## src/rtl/core/tccr_pkg.sv

```systemverilog
// shared types and codes for the two-click circle rasterizer
// no dependencies; imported by tccr_isqrt and two_click_circle_rasterizer
`default_nettype none

package tccr_pkg;

    // item kind carried on the input tuser bit
    typedef enum logic
    {
        CMD_CLICK = 1'b0,
        CMD_TICK  = 1'b1
    } cmd_t;

    // status of the serial square root unit
    typedef struct packed
    {
        logic busy;
        logic done;
    } sq_stat_t;

    // fixed widths of the stream payload
    localparam int unsigned IN_FIELD_BITS = 11;
    localparam int unsigned PIX_BITS      = 14;
    localparam int unsigned S_DATA_BITS   = 24;
    localparam int unsigned M_DATA_BITS   = 32;

endpackage

`default_nettype wire

```

## src/rtl/core/tccr_isqrt.sv

```systemverilog
// restoring integer square root, one root bit per cycle
// depends on tccr_pkg for the status struct
`default_nettype none

module tccr_isqrt #(
    parameter int unsigned ROOT_BITS = 12
) (
    input  wire logic                     clk,
    input  wire logic                     rst_n,
    input  wire logic                     start,
    input  wire logic [2*ROOT_BITS-1:0]   radicand,
    output tccr_pkg::sq_stat_t            stat,
    output logic      [ROOT_BITS-1:0]     root
);
    import tccr_pkg::*;

    localparam int unsigned RAD_BITS = 2 * ROOT_BITS;
    localparam int unsigned CNT_BITS = $clog2(ROOT_BITS);

    logic [RAD_BITS-1:0]    rad_reg, rad_next;
    logic [ROOT_BITS:0]     rem_reg, rem_next;
    logic [ROOT_BITS-1:0]   root_reg, root_next;
    logic [CNT_BITS-1:0]    cnt_reg, cnt_next;
    logic                   busy_reg, busy_next;
    logic                   done_reg, done_next;

    logic [ROOT_BITS+2:0]   shifted;
    logic [ROOT_BITS+2:0]   trial;
    logic [ROOT_BITS+2:0]   diff;
    logic                   fits;

    // bring down the next two radicand bits and try the next root bit
    assign shifted = {rem_reg, rad_reg[RAD_BITS-1 -: 2]};
    assign trial   = {1'b0, root_reg, 2'b01};
    assign diff    = shifted - trial;
    assign fits    = (shifted >= trial);

    always_comb
    begin
        rad_next  = rad_reg;
        rem_next  = rem_reg;
        root_next = root_reg;
        cnt_next  = cnt_reg;
        busy_next = busy_reg;
        done_next = 1'b0;
        if (start)
        begin
            rad_next  = radicand;
            rem_next  = '0;
            root_next = '0;
            cnt_next  = '0;
            busy_next = 1'b1;
        end
        else if (busy_reg)
        begin
            rad_next  = {rad_reg[RAD_BITS-3:0], 2'b00};
            rem_next  = fits ? diff[ROOT_BITS:0] : shifted[ROOT_BITS:0];
            root_next = {root_reg[ROOT_BITS-2:0], fits};
            if (cnt_reg == CNT_BITS'(ROOT_BITS - 1))
            begin
                busy_next = 1'b0;
                done_next = 1'b1;
            end
            else
            begin
                cnt_next = cnt_reg + 1'b1;
            end
        end
    end

    always_ff @(posedge clk or negedge rst_n)
    begin
        if (!rst_n)
        begin
            busy_reg <= 1'b0;
            done_reg <= 1'b0;
            cnt_reg  <= '0;
        end
        else
        begin
            busy_reg <= busy_next;
            done_reg <= done_next;
            cnt_reg  <= cnt_next;
        end
    end

    always_ff @(posedge clk)
    begin
        rad_reg  <= rad_next;
        rem_reg  <= rem_next;
        root_reg <= root_next;
    end

    assign stat.busy = busy_reg;
    assign stat.done = done_reg;
    assign root      = root_reg;

endmodule

`default_nettype wire

```

## src/rtl/core/two_click_circle_rasterizer.sv

```systemverilog
// top level of the two-click circle rasterizer: sequencer, serial squarer, output register
// depends on tccr_pkg and tccr_isqrt
`default_nettype none

// a tick inside a column gives its pixel in the cycle after the transaction
// one tick per cycle within a column while the output register has room; the tick that ends a column
//   is followed by a busy spell: a setup state, the square root steps for the next row, then a return to idle
// a second click runs in turn two serial squares, a root, a square and a root
// the shift-add squarer and the square root unit each retire one bit per cycle
// reset: asynchronous, active low; clears centre, armed/drawing flags and the output valid

module two_click_circle_rasterizer #(
    parameter int unsigned COORD_BITS = 11
) (
    input  wire logic                                clk,
    input  wire logic                                rst_n,
    // input stream
    input  wire logic                                s_tvalid,
    output logic                                     s_tready,
    input  wire logic [tccr_pkg::S_DATA_BITS-1:0]    s_tdata,  // click_x, click_y, zero pad
    input  wire logic                                s_tuser,  // command
    // output stream
    output logic                                     m_tvalid,
    input  wire logic                                m_tready,
    output logic      [tccr_pkg::M_DATA_BITS-1:0]    m_tdata,  // pixel_x, pixel_y, busy_res, pad
    output logic                                     m_tuser,  // pixel_valid
    output logic                                     m_tlast   // last_pixel
);
    import tccr_pkg::*;

    // radius, column and row fit in one bit more than a coordinate
    localparam int unsigned RW  = COORD_BITS + 1;
    // squares and square root radicands
    localparam int unsigned SW  = 2 * RW;
    // width that holds a click field before masking to COORD_BITS
    localparam int unsigned IW  = (COORD_BITS > IN_FIELD_BITS) ? COORD_BITS : IN_FIELD_BITS;
    // signed width that holds centre plus or minus the offset without overflow
    localparam int unsigned PW  = (COORD_BITS + 3 > PIX_BITS) ? COORD_BITS + 3 : PIX_BITS;
    localparam int unsigned CTW = $clog2(RW);

    typedef enum logic [2:0]
    {
        S_IDLE,
        S_SQ_DX,
        S_SQ_DY,
        S_ROOT_R,
        S_SQ_R,
        S_PREP,
        S_ROOT_Y
    } state_t;

    state_t                 state_reg, state_next;
    logic                   armed_reg, armed_next;
    logic                   drawing_reg, drawing_next;
    logic [COORD_BITS-1:0]  centre_x_reg, centre_x_next;
    logic [COORD_BITS-1:0]  centre_y_reg, centre_y_next;
    logic [COORD_BITS-1:0]  dy_reg, dy_next;
    logic [RW-1:0]          column_reg, column_next;
    logic [RW-1:0]          row_reg, row_next;
    logic [2:0]             octant_reg, octant_next;
    logic [SW-1:0]          x2_reg, x2_next;     // column squared
    logic [SW-1:0]          x2n_reg, x2n_next;   // next column squared
    logic [SW-1:0]          r2_reg, r2_next;     // radius squared
    logic                   ok_reg, ok_next;     // next column is inside the octant

    // serial squarer
    logic [SW-1:0]          mcd_reg, mcd_next;
    logic [RW-1:0]          mlr_reg, mlr_next;
    logic [SW-1:0]          acc_reg, acc_next;
    logic [CTW-1:0]         cnt_reg, cnt_next;
    logic [SW-1:0]          acc_step;
    logic                   cnt_last;

    // output register
    logic                   out_valid_reg, out_valid_next;
    logic                   out_pvalid_reg, out_pvalid_next;
    logic [PIX_BITS-1:0]    out_px_reg, out_px_next;
    logic [PIX_BITS-1:0]    out_py_reg, out_py_next;
    logic                   out_last_reg, out_last_next;
    logic                   out_busy_reg, out_busy_next;

    // square root unit
    logic                   sq_start;
    logic [SW-1:0]          sq_rad;
    sq_stat_t               sq_stat;
    logic [RW-1:0]          sq_root;

    // input decode
    logic                   s_xfer;
    logic [IW-1:0]          click_x_w, click_y_w;
    logic [COORD_BITS-1:0]  cx, cy;
    logic [COORD_BITS-1:0]  dx_abs, dy_abs;

    // pixel arithmetic
    logic                   swap, neg_x, neg_y;
    logic [RW-1:0]          sel_x, sel_y;
    logic [PW-1:0]          off_x, off_y;
    logic [PW-1:0]          sum_x, sum_y;

    tccr_isqrt #(
        .ROOT_BITS (RW)
    ) u_isqrt (
        .clk      (clk),
        .rst_n    (rst_n),
        .start    (sq_start),
        .radicand (sq_rad),
        .stat     (sq_stat),
        .root     (sq_root)
    );

    // take new transactions only between computations and with room in the output register
    assign s_tready = (state_reg == S_IDLE) && (!out_valid_reg || m_tready);
    assign s_xfer   = s_tvalid && s_tready;

    // only the low COORD_BITS bits of a click are used
    assign click_x_w = IW'(s_tdata[IN_FIELD_BITS-1:0]);
    assign click_y_w = IW'(s_tdata[2*IN_FIELD_BITS-1:IN_FIELD_BITS]);
    assign cx        = click_x_w[COORD_BITS-1:0];
    assign cy        = click_y_w[COORD_BITS-1:0];

    // distance from the centre; only magnitudes matter once squared
    assign dx_abs = (centre_x_reg >= cx) ? (centre_x_reg - cx) : (cx - centre_x_reg);
    assign dy_abs = (centre_y_reg >= cy) ? (centre_y_reg - cy) : (cy - centre_y_reg);

    // one shift-add step of the squarer
    assign acc_step = acc_reg + (mlr_reg[0] ? mcd_reg : '0);
    assign cnt_last = (cnt_reg == CTW'(RW - 1));

    // octant order (x,y) (y,x) (-x,y) (-y,x) (-x,-y) (-y,-x) (x,-y) (y,-x)
    assign swap  = octant_reg[0];
    assign neg_x = octant_reg[1] ^ octant_reg[2];
    assign neg_y = octant_reg[2];
    assign sel_x = swap ? row_reg : column_reg;
    assign sel_y = swap ? column_reg : row_reg;
    assign off_x = neg_x ? (PW'(0) - PW'(sel_x)) : PW'(sel_x);
    assign off_y = neg_y ? (PW'(0) - PW'(sel_y)) : PW'(sel_y);
    assign sum_x = PW'(centre_x_reg) + off_x;
    assign sum_y = PW'(centre_y_reg) + off_y;

    always_comb
    begin
        state_next      = state_reg;
        armed_next      = armed_reg;
        drawing_next    = drawing_reg;
        centre_x_next   = centre_x_reg;
        centre_y_next   = centre_y_reg;
        dy_next         = dy_reg;
        column_next     = column_reg;
        row_next        = row_reg;
        octant_next     = octant_reg;
        x2_next         = x2_reg;
        x2n_next        = x2n_reg;
        r2_next         = r2_reg;
        ok_next         = ok_reg;
        mcd_next        = mcd_reg;
        mlr_next        = mlr_reg;
        acc_next        = acc_reg;
        cnt_next        = cnt_reg;
        out_valid_next  = out_valid_reg;
        out_pvalid_next = out_pvalid_reg;
        out_px_next     = out_px_reg;
        out_py_next     = out_py_reg;
        out_last_next   = out_last_reg;
        out_busy_next   = out_busy_reg;
        sq_start        = 1'b0;
        sq_rad          = '0;

        // result taken downstream
        if (out_valid_reg && m_tready)
        begin
            out_valid_next = 1'b0;
        end

        case (state_reg)
            S_IDLE:
            begin
                if (s_xfer)
                begin
                    if (s_tuser == CMD_CLICK)
                    begin
                        // clicks during a circle are dropped
                        if (!drawing_reg)
                        begin
                            if (!armed_reg)
                            begin
                                centre_x_next = cx;
                                centre_y_next = cy;
                                armed_next    = 1'b1;
                            end
                            else
                            begin
                                armed_next   = 1'b0;
                                drawing_next = 1'b1;
                                dy_next      = dy_abs;
                                mcd_next     = SW'(dx_abs);
                                mlr_next     = RW'(dx_abs);
                                acc_next     = '0;
                                cnt_next     = '0;
                                octant_next  = '0;
                                state_next   = S_SQ_DX;
                            end
                        end
                    end
                    else
                    begin
                        out_valid_next = 1'b1;
                        if (!drawing_reg)
                        begin
                            // tick with no circle gives an all-zero result
                            out_pvalid_next = 1'b0;
                            out_px_next     = '0;
                            out_py_next     = '0;
                            out_last_next   = 1'b0;
                            out_busy_next   = 1'b0;
                        end
                        else
                        begin
                            out_pvalid_next = 1'b1;
                            out_px_next     = sum_x[PIX_BITS-1:0];
                            out_py_next     = sum_y[PIX_BITS-1:0];
                            out_last_next   = 1'b0;
                            out_busy_next   = 1'b1;
                            if (octant_reg == 3'd7)
                            begin
                                octant_next = '0;
                                if (ok_reg)
                                begin
                                    // move on to the next column and find its row
                                    column_next = column_reg + 1'b1;
                                    x2_next     = x2n_reg;
                                    state_next  = S_PREP;
                                end
                                else
                                begin
                                    out_last_next = 1'b1;
                                    out_busy_next = 1'b0;
                                    drawing_next  = 1'b0;
                                end
                            end
                            else
                            begin
                                octant_next = octant_reg + 1'b1;
                            end
                        end
                    end
                end
            end

            S_SQ_DX:
            begin
                acc_next = acc_step;
                mcd_next = {mcd_reg[SW-2:0], 1'b0};
                mlr_next = {1'b0, mlr_reg[RW-1:1]};
                cnt_next = cnt_reg + 1'b1;
                if (cnt_last)
                begin
                    mcd_next   = SW'(dy_reg);
                    mlr_next   = RW'(dy_reg);
                    cnt_next   = '0;
                    state_next = S_SQ_DY;
                end
            end

            S_SQ_DY:
            begin
                acc_next = acc_step;
                mcd_next = {mcd_reg[SW-2:0], 1'b0};
                mlr_next = {1'b0, mlr_reg[RW-1:1]};
                cnt_next = cnt_reg + 1'b1;
                if (cnt_last)
                begin
                    // radius is the root of dx^2 + dy^2
                    sq_start   = 1'b1;
                    sq_rad     = acc_step;
                    state_next = S_ROOT_R;
                end
            end

            S_ROOT_R:
            begin
                if (sq_stat.done)
                begin
                    mcd_next   = SW'(sq_root);
                    mlr_next   = sq_root;
                    acc_next   = '0;
                    cnt_next   = '0;
                    state_next = S_SQ_R;
                end
            end

            S_SQ_R:
            begin
                acc_next = acc_step;
                mcd_next = {mcd_reg[SW-2:0], 1'b0};
                mlr_next = {1'b0, mlr_reg[RW-1:1]};
                cnt_next = cnt_reg + 1'b1;
                if (cnt_last)
                begin
                    r2_next     = acc_step;
                    column_next = '0;
                    x2_next     = '0;
                    state_next  = S_PREP;
                end
            end

            S_PREP:
            begin
                // row = isqrt(R^2 - x^2); column stays within the octant so no underflow
                sq_start   = 1'b1;
                sq_rad     = r2_reg - x2_reg;
                x2n_next   = x2_reg + SW'({column_reg, 1'b1});
                state_next = S_ROOT_Y;
            end

            S_ROOT_Y:
            begin
                // 2*(x+1)^2 <= R^2 decides whether another column follows
                ok_next = ({1'b0, x2n_reg, 1'b0} <= {2'b00, r2_reg});
                if (sq_stat.done)
                begin
                    row_next   = sq_root;
                    state_next = S_IDLE;
                end
            end

            default:
            begin
                state_next = S_IDLE;
            end
        endcase
    end

    always_ff @(posedge clk or negedge rst_n)
    begin
        if (!rst_n)
        begin
            state_reg     <= S_IDLE;
            armed_reg     <= 1'b0;
            drawing_reg   <= 1'b0;
            centre_x_reg  <= '0;
            centre_y_reg  <= '0;
            column_reg    <= '0;
            row_reg       <= '0;
            octant_reg    <= '0;
            cnt_reg       <= '0;
            out_valid_reg <= 1'b0;
        end
        else
        begin
            state_reg     <= state_next;
            armed_reg     <= armed_next;
            drawing_reg   <= drawing_next;
            centre_x_reg  <= centre_x_next;
            centre_y_reg  <= centre_y_next;
            column_reg    <= column_next;
            row_reg       <= row_next;
            octant_reg    <= octant_next;
            cnt_reg       <= cnt_next;
            out_valid_reg <= out_valid_next;
        end
    end

    // datapath registers, no reset needed
    always_ff @(posedge clk)
    begin
        dy_reg         <= dy_next;
        x2_reg         <= x2_next;
        x2n_reg        <= x2n_next;
        r2_reg         <= r2_next;
        ok_reg         <= ok_next;
        mcd_reg        <= mcd_next;
        mlr_reg        <= mlr_next;
        acc_reg        <= acc_next;
        out_pvalid_reg <= out_pvalid_next;
        out_px_reg     <= out_px_next;
        out_py_reg     <= out_py_next;
        out_last_reg   <= out_last_next;
        out_busy_reg   <= out_busy_next;
    end

    assign m_tvalid = out_valid_reg;
    assign m_tuser  = out_pvalid_reg;
    assign m_tlast  = out_last_reg;
    assign m_tdata  = {{(M_DATA_BITS - 2*PIX_BITS - 1){1'b0}},
                       out_busy_reg, out_py_reg, out_px_reg};

endmodule

`default_nettype wire
```

## config.mk

```make
export PLATFORM = sky130hd
export DESIGN_NAME = two_click_circle_rasterizer
export DESIGN_NICKNAME = d
export VERILOG_FILES = /design/src/rtl/core/tccr_pkg.sv /design/src/rtl/core/tccr_isqrt.sv /design/src/rtl/core/two_click_circle_rasterizer.sv
export SDC_FILE = /design/constraint.sdc
export NUM_CORES = 1
export LEC_CHECK = 0
export ABC_AREA = 1
export BUFFER_PORTS_ARGS = -buffer_cell sky130_fd_sc_hd__buf_2
export CAP_MARGIN = 20
export CORE_UTILIZATION = 65
export CTS_CLUSTER_DIAMETER = 60
export CTS_CLUSTER_SIZE = 40
export DETAILED_ROUTE_END_ITERATION = 10
export GPL_ROUTABILITY_DRIVEN = 0
export PLACE_DENSITY = 0.88
export SLEW_MARGIN = 20
export SYNTH_ARGS = -nofsm -noshare
export SYNTH_HDL_FRONTEND = slang
export SYNTH_SLANG_ARGS = --single-unit
```

## constraint.sdc

```tcl
create_clock -name clk -period 4.25 [get_ports clk]
set_input_delay 0.425 -clock clk [delete_from_list [all_inputs] [get_ports clk]]
set_output_delay 0.425 -clock clk [all_outputs]
set_load 0.02 [all_outputs]
```

==> metrics.txt, run 1 <==
RSZ-0062 raised after global routing false; min-delay worst type in2reg; CTS tree done; Die Height about 180 µm; skew final ~0.020 ns; pre-CTS setup slack slightly below 0.7 ns; total power approximately 5.8 mW; status finished, final reports clean; Post-synth ARST share around 22%; reg2reg path depth 19; # hold bufs at CTS 1; Mean Syn Cell Area approximately 7.4 µm²; setup violators final 0; Port Buf Inserts 59; Max Clk Rate 0.268 GHz; Cell variety after synth 62; final core utilization around 71%; H-tree Lvls 1; CTS root buffer clkbuf_16; die span in x 184 µm; most common cell after layout, fill and taps aside nand2_1; CP Data Required Time 4.58 ns; initial antenna violation count 0; # diodes 0; Worst Tran Pin Value around 1.0 ns; Setup CP Type reg2reg; Clock power frac ~45%; VDD IR max 350 µV; hold_ws ~0.052 ns; Most used DFF post-synth edfxtp_1; Final Cell Area around 23000 µm²; WL/cell 16.6 µm; Reg power frac 51.5%; total core area ~33000 µm²; xor and xnor area share after synthesis between 3 and 4%; max cap viols 0; max_slew headroom 31.8%; number of global-route vias before repair 19.1k; Int Power between 4 and 5 mW; area grow syn2layout 6.98%; Sum Neg Setup Slack 0 ns; final hold violation count 0; Tcrit/Tclk final between 80 and 90%; post-CTS sizing 0; Via Count between 15k and 20k; Starting Density 66.2%; mux cell area share after synthesis less than 1%; fin cells between 3k and 4k; global-route wire length before repair 92.3 mm; max-slew violation count 0; PwrDens approximately 250 nW/µm²; Core Rows 66; CP Capture Type register; # IOs between 60 and 70; EDFF count, synth between 150 and 200; commonest non-fill, non-tap cells in the layout nand2_1, inv_1, nor2_1; largest family of logic cells by synthesized area simple AND/OR/NAND/NOR gates; final setup margin approximately 0.52 ns; number of setup buffers added after CTS 0; CP max FO 25; DP Wirelength approximately 42 mm; clk sink count between 200 and 300; Synth Area in Simple Gates 27.1%; Hold Path Stages 2; Seq/Total Area, Yosys between 30% and 40%; DR vias/cell ~6; switching share of power between 20% and 30%; First DRT Iteration DRCs 1821; largest net degree at the start of global routing between 40 and 50; yosys warns 0; Worst-Skew Late Latency slightly below 0.6 ns; final WL approximately 57 mm; synthesized area 21500 µm²; critical path launch point type register; Crit path arrival time between 4 and 5 ns; FF+latch count, synth about 290; Final #Nets about 3.1k; placed cell area 22100 µm²; Switch Pwr about 1.5 mW; Global Route Usage Sum 33.9%; dpl cells ~3.4k; number of detailed-route iterations in the first pass 6; Logic pwr share about 3.9%; grt ovf 0; die area between 30000 and 40000 µm²; adder-cell share of the synthesized area around a tenth; proportion of layout cells with a drive suffix above 1 about 5.5%; clk buf depth 3; clock slew at reported path FFs 0.08 ns; drc violations 0; compound-cell area share of the yosys netlist a little over a tenth; CTS buffer count 26; Post-Syn Instances 2906; Antenna Violating Nets Remaining 0; minimum clock period between 3 and 4 ns; Leak Pwr roughly 12 nW
## worst paths after layout
| path | startpoint | to | slack (ns) |
|---|---|---|---|
| worst min-delay path | m_tready | m_tvalid | 0.05 |
| worst max-delay path | octant_reg[0] | out_px_reg[12] | 0.52 |
| worst min register to register | u_isqrt.rem_reg[9] | u_isqrt.rem_reg[11] | 0.49 |
| worst max register to register | octant_reg[0] | out_px_reg[12] | 0.52 |
| max in group asynchronous | rst_n | column_reg[7] | 2.82 |
| min in group asynchronous | rst_n | u_isqrt.busy_reg | 0.42 |
## kinds of logic after synthesis
group                      Yosys count
AOI/OAI and AO/OA                  420
xor gates and xnor gates            83
adders and majority gates          178
buffers and inverters              557
DFF                                289
muxes                                1
other                                1
and+or+nand+nor                   1377
## worst max-delay path, cell delays in order (launching register included)
cell,delay [ns]
dfrtp_1,0.83
buf_4,0.33
nand2_1,0.07
nand2_1,0.12
nand2_1,0.08
nor2_1,0.18
nand2_1,0.12
o21ai_0,0.23
xor2_1,0.20
inv_1,0.07
ha_1,0.36
nand2_1,0.10
nor2_1,0.15
nand3_1,0.11
nand3_1,0.14
nand2_1,0.06
nand2_1,0.09
nand3_1,0.11
nor2_1,0.10
nor2_1,0.05
## power groups by stage
stage	sequential (mW)	clock [mW]	combinational [mW]
after floorplan	3.04	0	0.149
after detailed placement	3.04	0	0.215
after CTS	2.98	2.61	0.220
after global routing	2.98	2.70	0.251
after global placement	3.04	0	0.207
final	2.98	2.59	0.225
## metal layers
metal	wire length, µm	track usage, %	share of wire (%)	up-vias
met3	4860	5.21	8.6	224
met5	0	0	0	-
met4	3450	20.9	6.1	0
met2	26200	55.6	46	1109
met1	22100	42.1	39	9075
li1	-	-	-	9522
## cells in the mapped netlist, drive strengths merged, types with 13 or more instances
cell | instances | area share (%)
nand2 | 844 | 15
inv | 495 | 8.7
nor2 | 230 | 4.4
edfxtp | 199 | 28
nand3 | 179 | 4.3
o21ai | 170 | 4.1
ha | 169 | 9.8
a21oi | 167 | 3.9
dfrtp | 65 | 7.6
xor2 | 58 | 2.4
nand4 | 47 | 1.4
buf | 42 | 1.3
nor3 | 35 | 0.94
dfxtp | 25 | 2.3
xnor2 | 25 | 1.0
clkbuf | 19 | 0.35
o22ai | 16 | 0.47
o211ai | 15 | 0.52
nand3b | 13 | 0.45
o21bai | 13 | 0.45
## final cells by class
type,instances,area (µm²)
Sequential cell,289,8100
Fill cell,2472,9510
Clock buffer,27,676
Inverter,496,1870
Clock inverter,21,262
Timing Repair Buffer,67,358
Multi-Input combinational cell,2062,11200
Tap cell,442,553
No activity file was read; power rests on OpenSTA's default activity.
==> inputs of run 2 (changes only) <==
==> constraint.sdc (replaced) <==
create_clock -name clk -period 4.45 [get_ports clk]
set_input_delay 0.445 -clock clk [delete_from_list [all_inputs] [get_ports clk]]
set_output_delay 0.445 -clock clk [all_outputs]
set_load 0.02 [all_outputs]
==> run 2 against run 1 <==
Compared with the run above: worst setup slack gained 0.038 ns; die area unchanged; clock skew about the same; count of clock-buffer cells in the layout rose by 1; via count down 0.62%; register-to-register slack gained 0.04 ns; fmax decreased by 4.2%.
==> metrics.txt, run 2 (synthesized netlist as in run 1, its figures left out) <==
Leak Pwr around 12 nW; setup violators final 0; total power 5.48 mW; Tcrit/Tclk final between 80% and 90%; CP Capture Type register; Reg power frac approximately 52%; commonest non-fill, non-tap cells in the layout nand2_1, inv_1, nor2_1; number of detailed-route iterations in the first pass 6; Antenna Violating Nets Remaining 0; Sum Neg Setup Slack 0 ns; Worst-Skew Late Latency ~0.57 ns; Logic pwr share 3.9%; initial antenna violation count 0; Switch Pwr roughly 1.4 mW; Int Power slightly above 4 mW; clk buf depth 3; most common cell after layout, fill and taps aside nand2_1; number of setup buffers added after CTS 0; Core Rows 66; Global Route Usage Sum between 30% and 40%; Port Buf Inserts 59; CTS root buffer clkbuf_16; DP Wirelength 42.4 mm; CP Data Required Time 4.77 ns; Max Clk Rate between 0.2 and 0.3 GHz; Starting Density between 60 and 70%; min-delay worst type in2reg; minimum clock period between 3 and 4 ns; Via Count between 15k and 20k; Hold Path Stages 2; # IOs 65; drc violations 0; proportion of layout cells with a drive suffix above 1 approximately 5.6%; Worst Tran Pin Value between 0.9 and 1 ns; global-route wire length before repair between 90 and 100 mm; die area roughly 34000 µm²; CTS buffer count 27; critical path launch point type register; total core area approximately 33000 µm²; Final #Nets ~3.1k; max-slew violation count 0; Setup CP Type reg2reg; DR vias/cell 5.82; max_slew headroom between 30% and 40%; post-CTS sizing 0; Clock power frac between 40% and 50%; status finished, final reports clean; Crit path arrival time ~4.2 ns; grt ovf 0; largest net degree at the start of global routing between 60 and 70; WL/cell 16.5 µm; area grow syn2layout 6.88%; reg2reg path depth 18; First DRT Iteration DRCs ~2.0k; die span in x roughly 180 µm; Die Height 184 µm; CTS tree done; PwrDens roughly 240 nW/µm²; H-tree Lvls 1; CP max FO 29; switching share of power roughly a quarter; RSZ-0062 raised after global routing false; number of global-route vias before repair 19.0k; skew final around 0.02 ns; # hold bufs at CTS 0; VDD IR max between 300 and 400 µV; clk sink count roughly 290; final WL 56.1 mm; clock slew at reported path FFs roughly 0.08 ns; final hold violation count 0; max cap viols 0; # diodes 0
==> run 2: path summary, 6_finish.rpt <==
path	slack [ns]	endpoint	start
hold / removal	0.08	m_tvalid	m_tready
setup / recovery	0.56	out_px_reg[11]	octant_reg[0]
hold reg to reg	0.50	u_isqrt.rem_reg[0]	u_isqrt.rem_reg[0]
min in group asynchronous	0.10	u_isqrt.cnt_reg[0]	rst_n
setup reg to reg	0.56	out_px_reg[11]	octant_reg[0]
max in group asynchronous	3.72	column_reg[9]	rst_n
==> run 2: per-stage QoR <==
stage | hold slack [ns] | worst slack, ns | utilization [%] | std cells | cell area [µm²]
detailed placement | 0.484 | 0.755 | 67.8 | 3355 | 22100
global placement | 0.473 | 0.881 | 67.8 | 3355 | 22100
CTS | 0.0669 | 0.645 | 70.7 | 3405 | 23000
global route | 0.0835 | 0.247 | 70.7 | 3405 | 23000
finish | 0.0800 | 0.558 | 70.7 | 3405 | 23000
floorplan | 0.149 | 1.58 | - | 2908 | 21500
==> run 2: metal layers <==
layer / vias up / GRT usage [%] / share of wire (%)
li1: 9500 / - / -
met1: 9027 / 40.7 / 39
met2: 1054 / 56.6 / 47
met3: 225 / 4.85 / 8.3
met4: 0 / 17.7 / 5.6
met5: - / 0 / 0
==> run 2: power groups by stage <==
stage	Sequential, mW	Clock [mW]	Combinational (mW)
2_1_floorplan	2.91	0	0.142
3_3_place_gp	2.91	0	0.198
3_5_place_dp	2.91	0	0.205
4_1_cts	2.85	2.43	0.207
5_1_grt	2.85	2.54	0.237
6_report	2.85	2.42	0.213
==> run 2: area by class of cell <==
type,instances,area [µm²]
Clock inverter,22,248
Inverter,496,1870
Fill cell,2527,9530
Clock buffer,28,679
Sequential cell,289,8100
Multi-Input combinational cell,2062,11200
Tap cell,442,553
Timing Repair Buffer,66,348
==> run 2: critical path: stages, from the launching register on <==
cell,delay (ns)
dfrtp_1,0.89
buf_4,0.32
o21ai_1,0.15
inv_1,0.09
ha_1,0.17
nand3_1,0.15
inv_1,0.11
nand4_1,0.12
nand2_1,0.10
xnor2_1,0.15
inv_1,0.10
ha_1,0.37
nand2_1,0.07
nor2_1,0.12
inv_1,0.06
o211ai_1,0.35
nand3_1,0.14
nand2_1,0.11
nor2_1,0.05
